**src/rtl/scba_pkg.sv**
```systemverilog
`default_nettype none
// ---------------------------------------------------------------------------
// scba_pkg
// Shared types, codes and defaults for the size-class bitmap slot allocator.
// ---------------------------------------------------------------------------
package scba_pkg;

  localparam int NUM_CLASSES_DEF     = 16;
  localparam int SLOTS_PER_CLASS_DEF = 64;

  // Width of a raw class number: ceil_log2 of a 33-bit value is 0..33
  localparam int RAW_CLS_W = 6;

  localparam logic ACT_ALLOC = 1'b0;
  localparam logic ACT_FREE  = 1'b1;

  localparam logic [1:0] STS_OK       = 2'd0;
  localparam logic [1:0] STS_NO_CLASS = 2'd1;
  localparam logic [1:0] STS_FULL     = 2'd2;
  localparam logic [1:0] STS_BAD_SLOT = 2'd3;

  typedef struct packed {
    logic                 no_class;
    logic [RAW_CLS_W-1:0] cls;
  } cls_info_t;

endpackage

`default_nettype wire

```
**src/rtl/scba_class_calc.sv**
```systemverilog
`default_nettype none
// ---------------------------------------------------------------------------
// scba_class_calc
// Round an allocate request to its alignment and pick the power-of-two size class.
// ---------------------------------------------------------------------------
module scba_class_calc #(
  parameter int NUM_CLASSES = scba_pkg::NUM_CLASSES_DEF
) (
  input  wire logic              action,
  input  wire logic [31:0]       request_bytes,
  input  wire logic [4:0]        align_log2,
  output scba_pkg::cls_info_t    info
);
  import scba_pkg::*;

  logic [32:0] size;
  logic [32:0] amask;
  logic [32:0] rounded;
  logic [32:0] vm1;
  logic [RAW_CLS_W-1:0] c;

  always_comb begin
    size    = (request_bytes == 32'd0) ? 33'd1 : {1'b0, request_bytes};
    amask   = (33'd1 << align_log2) - 33'd1;
    rounded = (action == ACT_ALLOC) ? ((size + amask) & ~amask) : size;
    vm1     = rounded - 33'd1;
    // ceil_log2: one above the top set bit of value minus one
    c = '0;
    for (int i = 0; i < 33; i++) begin
      if (vm1[i]) begin
        c = RAW_CLS_W'(i + 1);
      end
    end
    info.cls      = c;
    info.no_class = ({1'b0, c} >= (RAW_CLS_W + 1)'(NUM_CLASSES));
  end

endmodule

`default_nettype wire

```
**src/rtl/scba_map_ram.sv**
```systemverilog
`default_nettype none
// ---------------------------------------------------------------------------
// scba_map_ram
// Free-bitmap memory, one word per class, registered read. Entries not yet
// written since reset read as all slots free.
// ---------------------------------------------------------------------------
module scba_map_ram #(
  parameter int DEPTH = scba_pkg::NUM_CLASSES_DEF,
  parameter int WIDTH = scba_pkg::SLOTS_PER_CLASS_DEF,
  localparam int AW   = (DEPTH > 1) ? $clog2(DEPTH) : 1
) (
  input  wire logic             clk,
  input  wire logic             rst_n,
  input  wire logic             rd_en,
  input  wire logic [AW-1:0]    rd_addr,
  input  wire logic             wr_en,
  input  wire logic [AW-1:0]    wr_addr,
  input  wire logic [WIDTH-1:0] wr_data,
  output logic      [WIDTH-1:0] rd_data
);
  import scba_pkg::*;

  logic [WIDTH-1:0] mem [DEPTH];
  logic [WIDTH-1:0] data_r;
  logic             fresh_r;
  logic [DEPTH-1:0] written_r;
  logic [DEPTH-1:0] written_nxt;

  always_ff @(posedge clk) begin
    if (wr_en) begin
      mem[wr_addr] <= wr_data;
    end
  end

  always_ff @(posedge clk) begin
    if (rd_en) begin
      data_r  <= mem[rd_addr];
      fresh_r <= !written_r[rd_addr];
    end
  end

  always_comb begin
    written_nxt = written_r;
    if (wr_en) begin
      written_nxt[wr_addr] = 1'b1;
    end
  end

  always_ff @(posedge clk) begin
    if (!rst_n) begin
      written_r <= '0;
    end else begin
      written_r <= written_nxt;
    end
  end

  assign rd_data = fresh_r ? {WIDTH{1'b1}} : data_r;

endmodule

`default_nettype wire

```
**src/rtl/size_class_bitmap_slot_allocator.sv**
```systemverilog
`default_nettype none
// ---------------------------------------------------------------------------
// size_class_bitmap_slot_allocator
// Power-of-two size-class slot allocator over per-class free bitmaps.
// ---------------------------------------------------------------------------
// Usage:
//   Command channel: drive in_* and raise start; a transaction is taken at a
//   rising edge with start high and busy low. in_action selects allocate
//   (claim lowest free slot of the class) or free (release in_slot_to_free).
//   Result channel: out_valid strobes for exactly one cycle with out_status,
//   out_size_class, out_slot_index and out_granted_bytes. The receiver cannot
//   stall; a result that is not sampled in that cycle is gone.
//   out_valid and the result are registered together at the close of busy.
//   Steps: the accepting edge issues the bitmap read for the class; the next
//   cycle finds the slot, writes the word back and registers the result. busy
//   is high for that one cycle, and no new transaction is taken while it is.
//   A new transaction may be accepted while the previous result is showing.
//   Reset (rst_n low, synchronous) drops any transaction in flight, clears
//   the strobe and marks every slot of every class free at once; the block
//   is idle after reset and takes a command as soon as rst_n is released.
// ---------------------------------------------------------------------------
module size_class_bitmap_slot_allocator #(
  parameter int NUM_CLASSES     = scba_pkg::NUM_CLASSES_DEF,
  parameter int SLOTS_PER_CLASS = scba_pkg::SLOTS_PER_CLASS_DEF
) (
  input  wire logic        clk,
  input  wire logic        rst_n,
  input  wire logic        start,
  output logic             busy,
  input  wire logic        in_action,
  input  wire logic [31:0] in_request_bytes,
  input  wire logic [4:0]  in_align_log2,
  input  wire logic [5:0]  in_slot_to_free,
  output logic             out_valid,
  output logic [1:0]       out_status,
  output logic [3:0]       out_size_class,
  output logic [5:0]       out_slot_index,
  output logic [15:0]      out_granted_bytes
);
  import scba_pkg::*;

  localparam int AW = (NUM_CLASSES > 1) ? $clog2(NUM_CLASSES) : 1;
  localparam int SW = SLOTS_PER_CLASS;

  localparam logic ST_IDLE = 1'b0;
  localparam logic ST_RMW  = 1'b1;

  logic state_r, state_nxt;
  logic accept;

  cls_info_t in_info;

  // Held transaction for the read-modify-write cycle
  logic                 op_action_r;
  logic                 op_no_class_r;
  logic [RAW_CLS_W-1:0] op_cls_r;
  logic [5:0]           op_slot_r;

  logic [SW-1:0] word;
  logic [SW-1:0] wr_word;
  logic          wr_en;
  logic          any_free;
  logic [5:0]    first_free;
  logic          slot_bad;

  logic [1:0]  res_status;
  logic [3:0]  res_cls;
  logic [5:0]  res_idx;
  logic [15:0] res_granted;

  logic        out_valid_r;
  logic [1:0]  out_status_r;
  logic [3:0]  out_size_class_r;
  logic [5:0]  out_slot_index_r;
  logic [15:0] out_granted_bytes_r;

  assign busy   = (state_r == ST_RMW);
  assign accept = start && !busy;

  scba_class_calc #(
    .NUM_CLASSES (NUM_CLASSES)
  ) u_calc (
    .action        (in_action),
    .request_bytes (in_request_bytes),
    .align_log2    (in_align_log2),
    .info          (in_info)
  );

  // Issue the bitmap read on the accepting edge; write back at the end of the
  // busy cycle, so the next read is always taken after the write has landed.
  scba_map_ram #(
    .DEPTH (NUM_CLASSES),
    .WIDTH (SW)
  ) u_ram (
    .clk     (clk),
    .rst_n   (rst_n),
    .rd_en   (accept && !in_info.no_class),
    .rd_addr (in_info.cls[AW-1:0]),
    .wr_en   (wr_en),
    .wr_addr (op_cls_r[AW-1:0]),
    .wr_data (wr_word),
    .rd_data (word)
  );

  always_comb begin
    unique case (state_r)
      ST_IDLE: state_nxt = accept ? ST_RMW : ST_IDLE;
      ST_RMW:  state_nxt = ST_IDLE;
      default: state_nxt = ST_IDLE;
    endcase
  end

  always_ff @(posedge clk) begin
    if (!rst_n) begin
      state_r <= ST_IDLE;
    end else begin
      state_r <= state_nxt;
    end
  end

  always_ff @(posedge clk) begin
    if (accept) begin
      op_action_r   <= in_action;
      op_no_class_r <= in_info.no_class;
      op_cls_r      <= in_info.cls;
      op_slot_r     <= in_slot_to_free;
    end
  end

  // Lowest free slot of the fetched word
  always_comb begin
    any_free   = |word;
    first_free = '0;
    for (int i = SW - 1; i >= 0; i--) begin
      if (word[i]) begin
        first_free = 6'(i);
      end
    end
  end

  always_comb begin
    slot_bad = ({1'b0, op_slot_r} >= 7'(SLOTS_PER_CLASS)) || word[op_slot_r];
  end

  // Modify the word and build the result
  always_comb begin
    wr_en       = 1'b0;
    wr_word     = word;
    res_status  = STS_OK;
    res_cls     = op_cls_r[3:0];
    res_idx     = '0;
    res_granted = '0;
    priority if (op_no_class_r) begin
      res_status = STS_NO_CLASS;
      res_cls    = '0;
    end else if (op_action_r == ACT_ALLOC) begin
      if (!any_free) begin
        res_status = STS_FULL;
      end else begin
        wr_en       = busy;
        wr_word     = word & ~({{(SW-1){1'b0}}, 1'b1} << first_free);
        res_idx     = first_free;
        res_granted = (op_cls_r[RAW_CLS_W-1:4] == '0) ? (16'd1 << op_cls_r[3:0]) : 16'd0;
      end
    end else begin
      res_idx = op_slot_r;
      if (slot_bad) begin
        res_status = STS_BAD_SLOT;
      end else begin
        wr_en   = busy;
        wr_word = word | ({{(SW-1){1'b0}}, 1'b1} << op_slot_r);
      end
    end
  end

  // Result strobe: one cycle, no hold-off
  always_ff @(posedge clk) begin
    if (!rst_n) begin
      out_valid_r <= 1'b0;
    end else begin
      out_valid_r <= busy;
    end
  end

  always_ff @(posedge clk) begin
    if (busy) begin
      out_status_r        <= res_status;
      out_size_class_r    <= res_cls;
      out_slot_index_r    <= res_idx;
      out_granted_bytes_r <= res_granted;
    end
  end

  assign out_valid         = out_valid_r;
  assign out_status        = out_status_r;
  assign out_size_class    = out_size_class_r;
  assign out_slot_index    = out_slot_index_r;
  assign out_granted_bytes = out_granted_bytes_r;

endmodule

`default_nettype wire

```
**config.mk**
```make
export PLATFORM = sky130hd
export DESIGN_NAME = size_class_bitmap_slot_allocator
export DESIGN_NICKNAME = d
export VERILOG_FILES = /design/src/rtl/scba_pkg.sv /design/src/rtl/scba_class_calc.sv /design/src/rtl/scba_map_ram.sv /design/src/rtl/size_class_bitmap_slot_allocator.sv
export SDC_FILE = /design/constraint.sdc
export NUM_CORES = 2
export LEC_CHECK = 0
export BUFFER_PORTS_ARGS = -buffer_cell sky130_fd_sc_hd__buf_2
export CAP_MARGIN = 10
export CORE_MARGIN = 10
export CORE_UTILIZATION = 46
export CTS_BUF_LIST = sky130_fd_sc_hd__clkbuf_4
export CTS_CLUSTER_DIAMETER = 100
export DETAILED_ROUTE_END_ITERATION = 7
export PLACE_DENSITY = 0.62
export SYNTH_ARGS = -nofsm -noshare
export SYNTH_HDL_FRONTEND = slang
export SYNTH_SLANG_ARGS = --single-unit
```
**constraint.sdc**
```tcl
create_clock -name clk -period 11.45 [get_ports clk]
set_input_delay 1.7175 -clock clk [delete_from_list [all_inputs] [get_ports clk]]
set_output_delay 1.7175 -clock clk [all_outputs]
set_load 0.01 [all_outputs]
```
== After elaboration in Yosys (flattened, before gate mapping) ==
Memory sizes are Yosys's and may differ from the RTL's. A register that Yosys moved wholly into a read port is not among the register bits.
Cells that the tools add are included.
Operators by class
  add/subtract/negate cells: 3
  $mul: 0
  divide/modulo/power cells: 0
  order comparisons: 5
  equal/unequal tests: 0
  shifts and indexed selects: 4
  muxes and demuxes: 123
  bitwise gates (word level): 9
  reduce and logical (&&, ||, !) cells: 10
Operators by type and width (number)
  two-way mux 6 bit: 68
  two-way mux 64 bit: 5
  << shifter 1 x 6 -> 64 bit, first input constant: 2
  two-way mux 5 bit: 16
  subtractor 33 x 1 -> 33 bit, second input constant: 2
  AND 64 bit: 1
  NOT 64 bit: 1
  OR 64 bit: 1
  OR reduction 64 bit: 1
  adder 33 bit: 1
  AND 33 bit: 1
  two-way mux 33 bit: 1
  NOT 33 bit: 1
  << shifter 1 x 5 -> 33 bit, first input constant: 1
  zero test 32 bit: 1
  two-way mux 32 bit: 1
  two-way mux 4 bit: 8
  OR 16 bit: 1
  << shifter 1 x 4 -> 16 bit, first input constant: 1
  two-way mux 3 bit: 4
  two-way mux 1 bit: 11
  less-than comparator 4 x 5 -> 1 bit, second input constant: 2
  two-way mux 2 bit: 5
  less-than comparator 6 x 7 -> 1 bit, second input constant: 1
  other kinds (11): 17
Word-level totals
  flip-flop bits (word level): 61
  latch bits: 0
  bits in writable memories: 1024
  memory bits (read-only): 0
  input bits: 47
  word-level logic and storage cells: 167
  memories kept: 1
Memory list
  u_ram.mem: depth 16, bits a word 64, rd ports 1, clocked after memory_dff 1, wr ports 1, RTL line scba_map_ram.sv:23  | logic [WIDTH-1:0] mem [DEPTH];

== Logic depth before layout (Yosys ltp) ==
  word-level depth: 71
  mapped depth: 35

== Modules after synthesis ==
From an unflattened synthesis, not the netlist that was laid out.
Second synthesis, totals
  cells, all modules: 3005
  area, all modules: 50118.1 um^2
Modules (own cells, without submodules)
  scba_map_ram: instances 1, cells an instance 1762, area an instance 41200.8 um^2, sequential area each 33021.7 um^2
  scba_class_calc: instances 1, cells an instance 751, area an instance 4754.6 um^2, sequential area each 0.0 um^2
  size_class_bitmap_slot_allocator: instances 1, cells an instance 492, area an instance 4162.7 um^2, sequential area each 1301.2 um^2

== Worst setup path before layout ==
Ideal clock, no wire load.
  kind: input to register
  start: input port in_align_log2[4]
  end: register u_ram.data_r[0], read port of u_ram.mem, enable pin
  library setup time: 430 ps
  arrival: 9286 ps
  required time: 11020 ps
  slack: 1733 ps
  stages on the path: 27
  path buffers: 4
  cells stage by stage: buf_2 nor3_2 inv_2 nor3_1 inv_1 ha_1 clkbuf_1 or4_1 nand2_1 nand2_1 nand2_1 ha_1 clkbuf_1 o21a_1 and4_4 a2111oi_4 o211ai_2 a221o_1 o32a_1 or4_4 or4b_1 buf_2 or4_4 o211ai_2 nand4_1 nor3_1 and3_1
Between the ends
  cells in the longest elaborated chain, start to end: 42
Ends and longest elaborated chain
  start, declared: RTL line size_class_bitmap_slot_allocator.sv:32  | input wire logic [4:0] in_align_log2,
  << shifter 1 x 5 -> 33 bit *: RTL line scba_class_calc.sv:24  | amask = (33'd1 << align_log2) - 33'd1;
  subtractor 33 x 1 -> 33 bit *: RTL line scba_class_calc.sv:24
  adder 33 bit / NOT 33 bit (equally long branches): RTL line scba_class_calc.sv:25  | rounded = (action == ACT_ALLOC) ? ((size + amask) & ~amask) : size;
  AND 33 bit *: RTL line scba_class_calc.sv:25
  two-way mux 33 bit *: RTL line scba_class_calc.sv:25
  subtractor 33 x 1 -> 33 bit *: RTL line scba_class_calc.sv:26  | vm1 = rounded - 33'd1;
  two-way mux 1 bit: RTL line scba_class_calc.sv:30  | if (vm1[i]) begin
  two-way mux 2 bit (2 in a row): RTL line scba_class_calc.sv:30
  two-way mux 3 bit (4 in a row): RTL line scba_class_calc.sv:30
  two-way mux 4 bit (8 in a row): RTL line scba_class_calc.sv:30
  two-way mux 5 bit (16 in a row): RTL line scba_class_calc.sv:30
  two-way mux 6 bit: RTL line scba_class_calc.sv:30
  two-way mux 6 bit *: RTL line scba_class_calc.sv:30
  greater-or-equal comparator 6 x 5 -> 1 bit *: RTL line scba_class_calc.sv:35  | info.no_class = ({1'b0, c} >= (RAW_CLS_W + 1)'(NUM_CLASSES));
  zero test 1 bit *: RTL line size_class_bitmap_slot_allocator.sv:97  | .rd_en (accept && !in_info.no_class),
  logical AND 1 bit *: RTL line size_class_bitmap_slot_allocator.sv:97
  net u_ram.rd_en: RTL line scba_map_ram.sv:14  | input wire logic rd_en,
  end, declared: RTL line scba_map_ram.sv:24  | logic [WIDTH-1:0] data_r;
Mark *: on every way through the listed nets, which the timed path passes. The rest lies on a longest branch.
A chain may end at the register's enable or synchronous reset.

== Final worst setup path ==
  start: input port in_align_log2[3]
  end: register u_ram.data_r[11], read port of u_ram.mem (data pin)
Between the ends
  cells in the longest elaborated chain, start to end: 42
Ends and longest elaborated chain (RTL line)
  << shifter 1 x 5 -> 33 bit *: scba_class_calc.sv:24
  subtractor 33 x 1 -> 33 bit *: scba_class_calc.sv:24
  adder 33 bit / NOT 33 bit (equally long branches): scba_class_calc.sv:25
  AND 33 bit *: scba_class_calc.sv:25
  two-way mux 33 bit *: scba_class_calc.sv:25
  subtractor 33 x 1 -> 33 bit *: scba_class_calc.sv:26
  two-way mux 1 bit: scba_class_calc.sv:30
  two-way mux 2 bit (2 in a row): scba_class_calc.sv:30
  two-way mux 3 bit (4 in a row): scba_class_calc.sv:30
  two-way mux 4 bit (8 in a row): scba_class_calc.sv:30
  two-way mux 5 bit (16 in a row): scba_class_calc.sv:30
  two-way mux 6 bit: scba_class_calc.sv:30
  two-way mux 6 bit *: scba_class_calc.sv:30
  greater-or-equal comparator 6 x 5 -> 1 bit: scba_class_calc.sv:35
  zero test 1 bit: size_class_bitmap_slot_allocator.sv:97
  logical AND 1 bit: size_class_bitmap_slot_allocator.sv:97
Every way passes the cells marked *; elsewhere a longest branch is shown, timed or not.

==> impl_metrics.yaml <==
worst_setup_path:
  cp-start-kind: "input port"
  criticalPathCategory: "in2reg"
  r2r_start: "op_slot_r[0]"
  reg2regPathDepth: 12
  required_ps: 12280
  crit_path_max_fanout: 47
  arrival_ps: 10500
  crit_path_end_kind: "register"
  r2r_end: "u_ram.mem[10][30]"
  rrSetupSlack_ps: 4990
cells_and_area:
  design_area_um2: 57200
  fin_nets: 3833
  syn2layout_area_growth_pct: 12.2
  utilization_pct: 51.8
  stdcell_count: 5427
  drive_above_1_share_pct: 22.6
timing:
  fmax_mhz: 103
  fin_hold_ws_ps: 471
  slew_headroom_pct: 8.16
  finalMaxSlewViolations: 0
  layout_min_cycle_time_ps: 9670
  fin_skew_ps: 126
  timing_hold_violations_final: 0
  setup_viol: 0
  fin_crit_sh_pct: 84.4
  tightest_slew_ps: 1380
  rsz0062_at_grt: "no"
  setup_tns_ps: 0
  layout_setup_ws_ps: 1780
floorplanning:
  rows: 122
  dieArea_um2: 124000
  pin_count: 77
  die_x_um: 353
  coreArea_um2: 110000
  initial_core_util_pct: 46.2
  fp.dieH_um: 353
logic_synthesis:
  async_flop_share_pct: 0
  synthXorXnorAreaFrac_pct: 0.309
  synth_compound_area_share_pct: 10.1
  synth_fa_ha_area_share_pct: 0.874
  muxShareOfSynthArea_pct: 11.7
  synth_top_family_by_area: "multiplexers"
  synthCells: 3446
  synthTopCellsByArea: "edfxtp_1 67%, mux2i_1 7.9%, mux2_2 2.9%"
  syn_avg_cell_area_um2: 14.8
  netlist_area_um2: 50900
  synth_cell_types: 100
  synth_edf_count: 1131
  synth_fp_nets: 3528
  yosysTopAreaCellShare_pct: 66.7
  yosysWarnings: 0
  ys_ff_latch: 1149
  yosysTopAreaCell: "edfxtp_1"
  synth_ff_type: "edfxtp_1"
  synth-simple-area-share_pct: 7.35
  yosysSeqAreaShare_pct: 67.4
run:
  drv_cap: 0
cts:
  clk_pin_slew_ps: 60
  cts_setup_buffers: 0
  cts-root-buf: "clkbuf_4"
  cts_tree: "done"
  cts.sinks: 1149
  cts-hold-fix-buffers: 0
  cts_resized: 0
  htree_num_levels: 5
  cts_buffers: 311
  clk_latency_ps: 1210
  clk_path_buf_depth: 4
detailed_routing:
  drtPass1Iterations: 6
  drt-initial-drc-count: 3312
  drc: 0
  finalWirelength_um: 143000
  routed_via_density: 6.05
  wire_per_inst_um: 26.4
  ant_nets: 0
  vias: 32800
grt:
  grt_pass1_wl_um: 210000
  grt-ovfl-total: 0
  first_global_vias: 32000
  grt_max_degree: 85
  antenna_found_initial: 2
  track_usage_pct: 22.3
min_path:
  hold_end: "u_ram.written_r[1]"
  min_from: "u_ram.written_r[1]"
  hold_path_depth: 1
  holdCritPathClass: "reg2reg"
pwr:
  powerDensity_nw_per_um2: 162
  vdd_drop_max_mv: 0.102
  intPower_mw: 6.95
  clkPwrFrac_pct: 36.6
  total_power_mw: 9.27
  p_comb_share_pct: 13.8
  swShare_pct: 25.0
  pwr-share-seq_pct: 49.7
  switchingPower_mw: 2.32
  leakagePower_nw: 20.4
status:
  status: "complete, no violations"
place:
  place_ws_ps: 720
  place_inst: 4915
  dp_hpwl_um: 82700
  gp_congestion: 0.971
  io_buffer_count: 76
  dpl_cell_area_um2: 53500
-- worst max path at each step --
stage,end,from,cells past startpoint,slack [ps]
6_report,u_ram.data_r[11],in_align_log2[3],27,1780
5_1_grt,u_ram.data_r[11],in_align_log2[3],27,1280
4_1_cts,u_ram.data_r[11],in_align_log2[3],27,1950
3_5_place_dp,u_ram.data_r[8],in_align_log2[3],27,720
3_3_place_gp,u_ram.data_r[21],in_align_log2[3],27,930
2_1_floorplan,u_ram.data_r[0],in_align_log2[4],27,1730
-- area by class of cell --
type / instances / area, um2
flip-flops and latches: 1149 / 34300
well taps: 1488 / 1860
clock inverters: 49 / 245
fillers: 9326 / 53200
clock buffers: 446 / 3350
diodes: 6 / 15.0
multi-input cells: 2045 / 15600
repair buffers: 206 / 1610
inverters: 38 / 143
-- metal layers --
layer | routed length, um | share of wire, % | global-route usage (%)
met4 | 3390 | 2.4 | 7.26
met3 | 11600 | 8.1 | 4.63
met1 | 61800 | 43 | 31.1
met5 | 0 | 0 | 0
met2 | 66400 | 46 | 34.9
-- synth_stat cells, types with 10 or more instances --
library cell / instances
nor3b_1: 13
nand3_1: 45
nor3_1: 61
o21bai_1: 10
o21a_1: 30
clkbuf_1: 101
or4_1: 71
edfxtp_1: 1131
nor4_1: 33
inv_1: 36
nor2_1: 161
nand4_1: 16
or2_2: 15
nand2b_1: 28
a31oi_1: 14
nand2_1: 133
buf_1: 15
o22ai_1: 199
nor2b_1: 26
a311oi_1: 17
a21o_1: 27
o21ai_0: 75
dfxtp_1: 18
nand3b_1: 10
o31ai_1: 15
a211oi_1: 41
and3_1: 15
mux4_2: 18
or3_1: 12
buf_2: 78
mux2_2: 133
a21oi_1: 99
mux2i_1: 404
and2_1: 24
a22o_1: 69
ha_1: 34
buf_6: 15
o211ai_1: 28
xnor2_1: 10
-- cell usage in the layout (no fill, tap or decap), types with 15 or more instances in the layout --
cell type,synthesis,layout
o21ai_0,75,72
nor2_4,0,16
a21oi_1,99,99
edfxtp_1,1131,1131
buf_12,0,18
nand3_1,45,45
o21a_1,30,30
a21o_1,27,27
ha_1,34,34
nand2_1,133,133
nor4_1,33,33
mux2_2,133,133
inv_1,36,36
nand2b_1,28,26
and2_1,24,24
buf_2,78,76
dfxtp_1,18,17
mux2i_1,404,404
a311oi_1,17,17
or2_2,15,15
o31ai_1,15,15
a211oi_1,41,41
nor2_1,161,145
nor3_1,61,61
a22o_1,69,69
nor2b_1,26,25
mux4_2,18,18
o211ai_1,28,28
or4_1,71,71
clkinv_1,0,35
nand4_1,16,16
clkbuf_4,0,446
buf_4,5,107
o22ai_1,199,199
-- power groups by stage --
stage	clock (mW)	sequential, mW	combinational [mW]
after global routing	3.72	4.60	1.37
final	3.39	4.60	1.28
after global placement	0	4.69	1.26
after detailed placement	0	4.69	1.27
after CTS	3.48	4.60	1.28
after floorplan	0	4.69	0.936
-- flip-flops by register name (all words and copies together) (netlist names), 2 cells and up --
name	count
out_size_class	4
out_slot_index	6
u_ram.written_r	16
out_granted_bytes	16
u_ram.mem	1024
u_ram.data_r	64
op_cls_r	6
op_slot_r	6
out_status	2
-- cells by family after synthesis --
| group | count (synthesis) |
|---|---|
| AO/OA/AOI/OAI | 736 |
| XOR/XNOR | 18 |
| adder cells (fa/ha/maj) | 35 |
| buffers and inverters | 252 |
| flip-flops | 1149 |
| multiplexers | 556 |
| other | 1 |
| AND/OR/NAND/NOR | 699 |
-- worst max-delay path: stages --
cell	delay, ps
buf_2	230
nor3_2	380
inv_2	110
nor3_1	270
inv_1	80
ha_1	430
nand2b_1	240
o32ai_1	120
a311oi_1	480
inv_1	120
ha_1	400
a2111oi_2	560
a32o_1	380
nor2_1	120
a21oi_2	260
mux2_4	350
or4_4	440
or4b_1	710
or4_4	600
o211ai_2	240
nand3b_1	100
o211ai_1	420
buf_12	240
buf_12	300
mux2_2	380
a22o_1	230
or4_1	520
No activity file was read; power rests on OpenSTA's default activity.
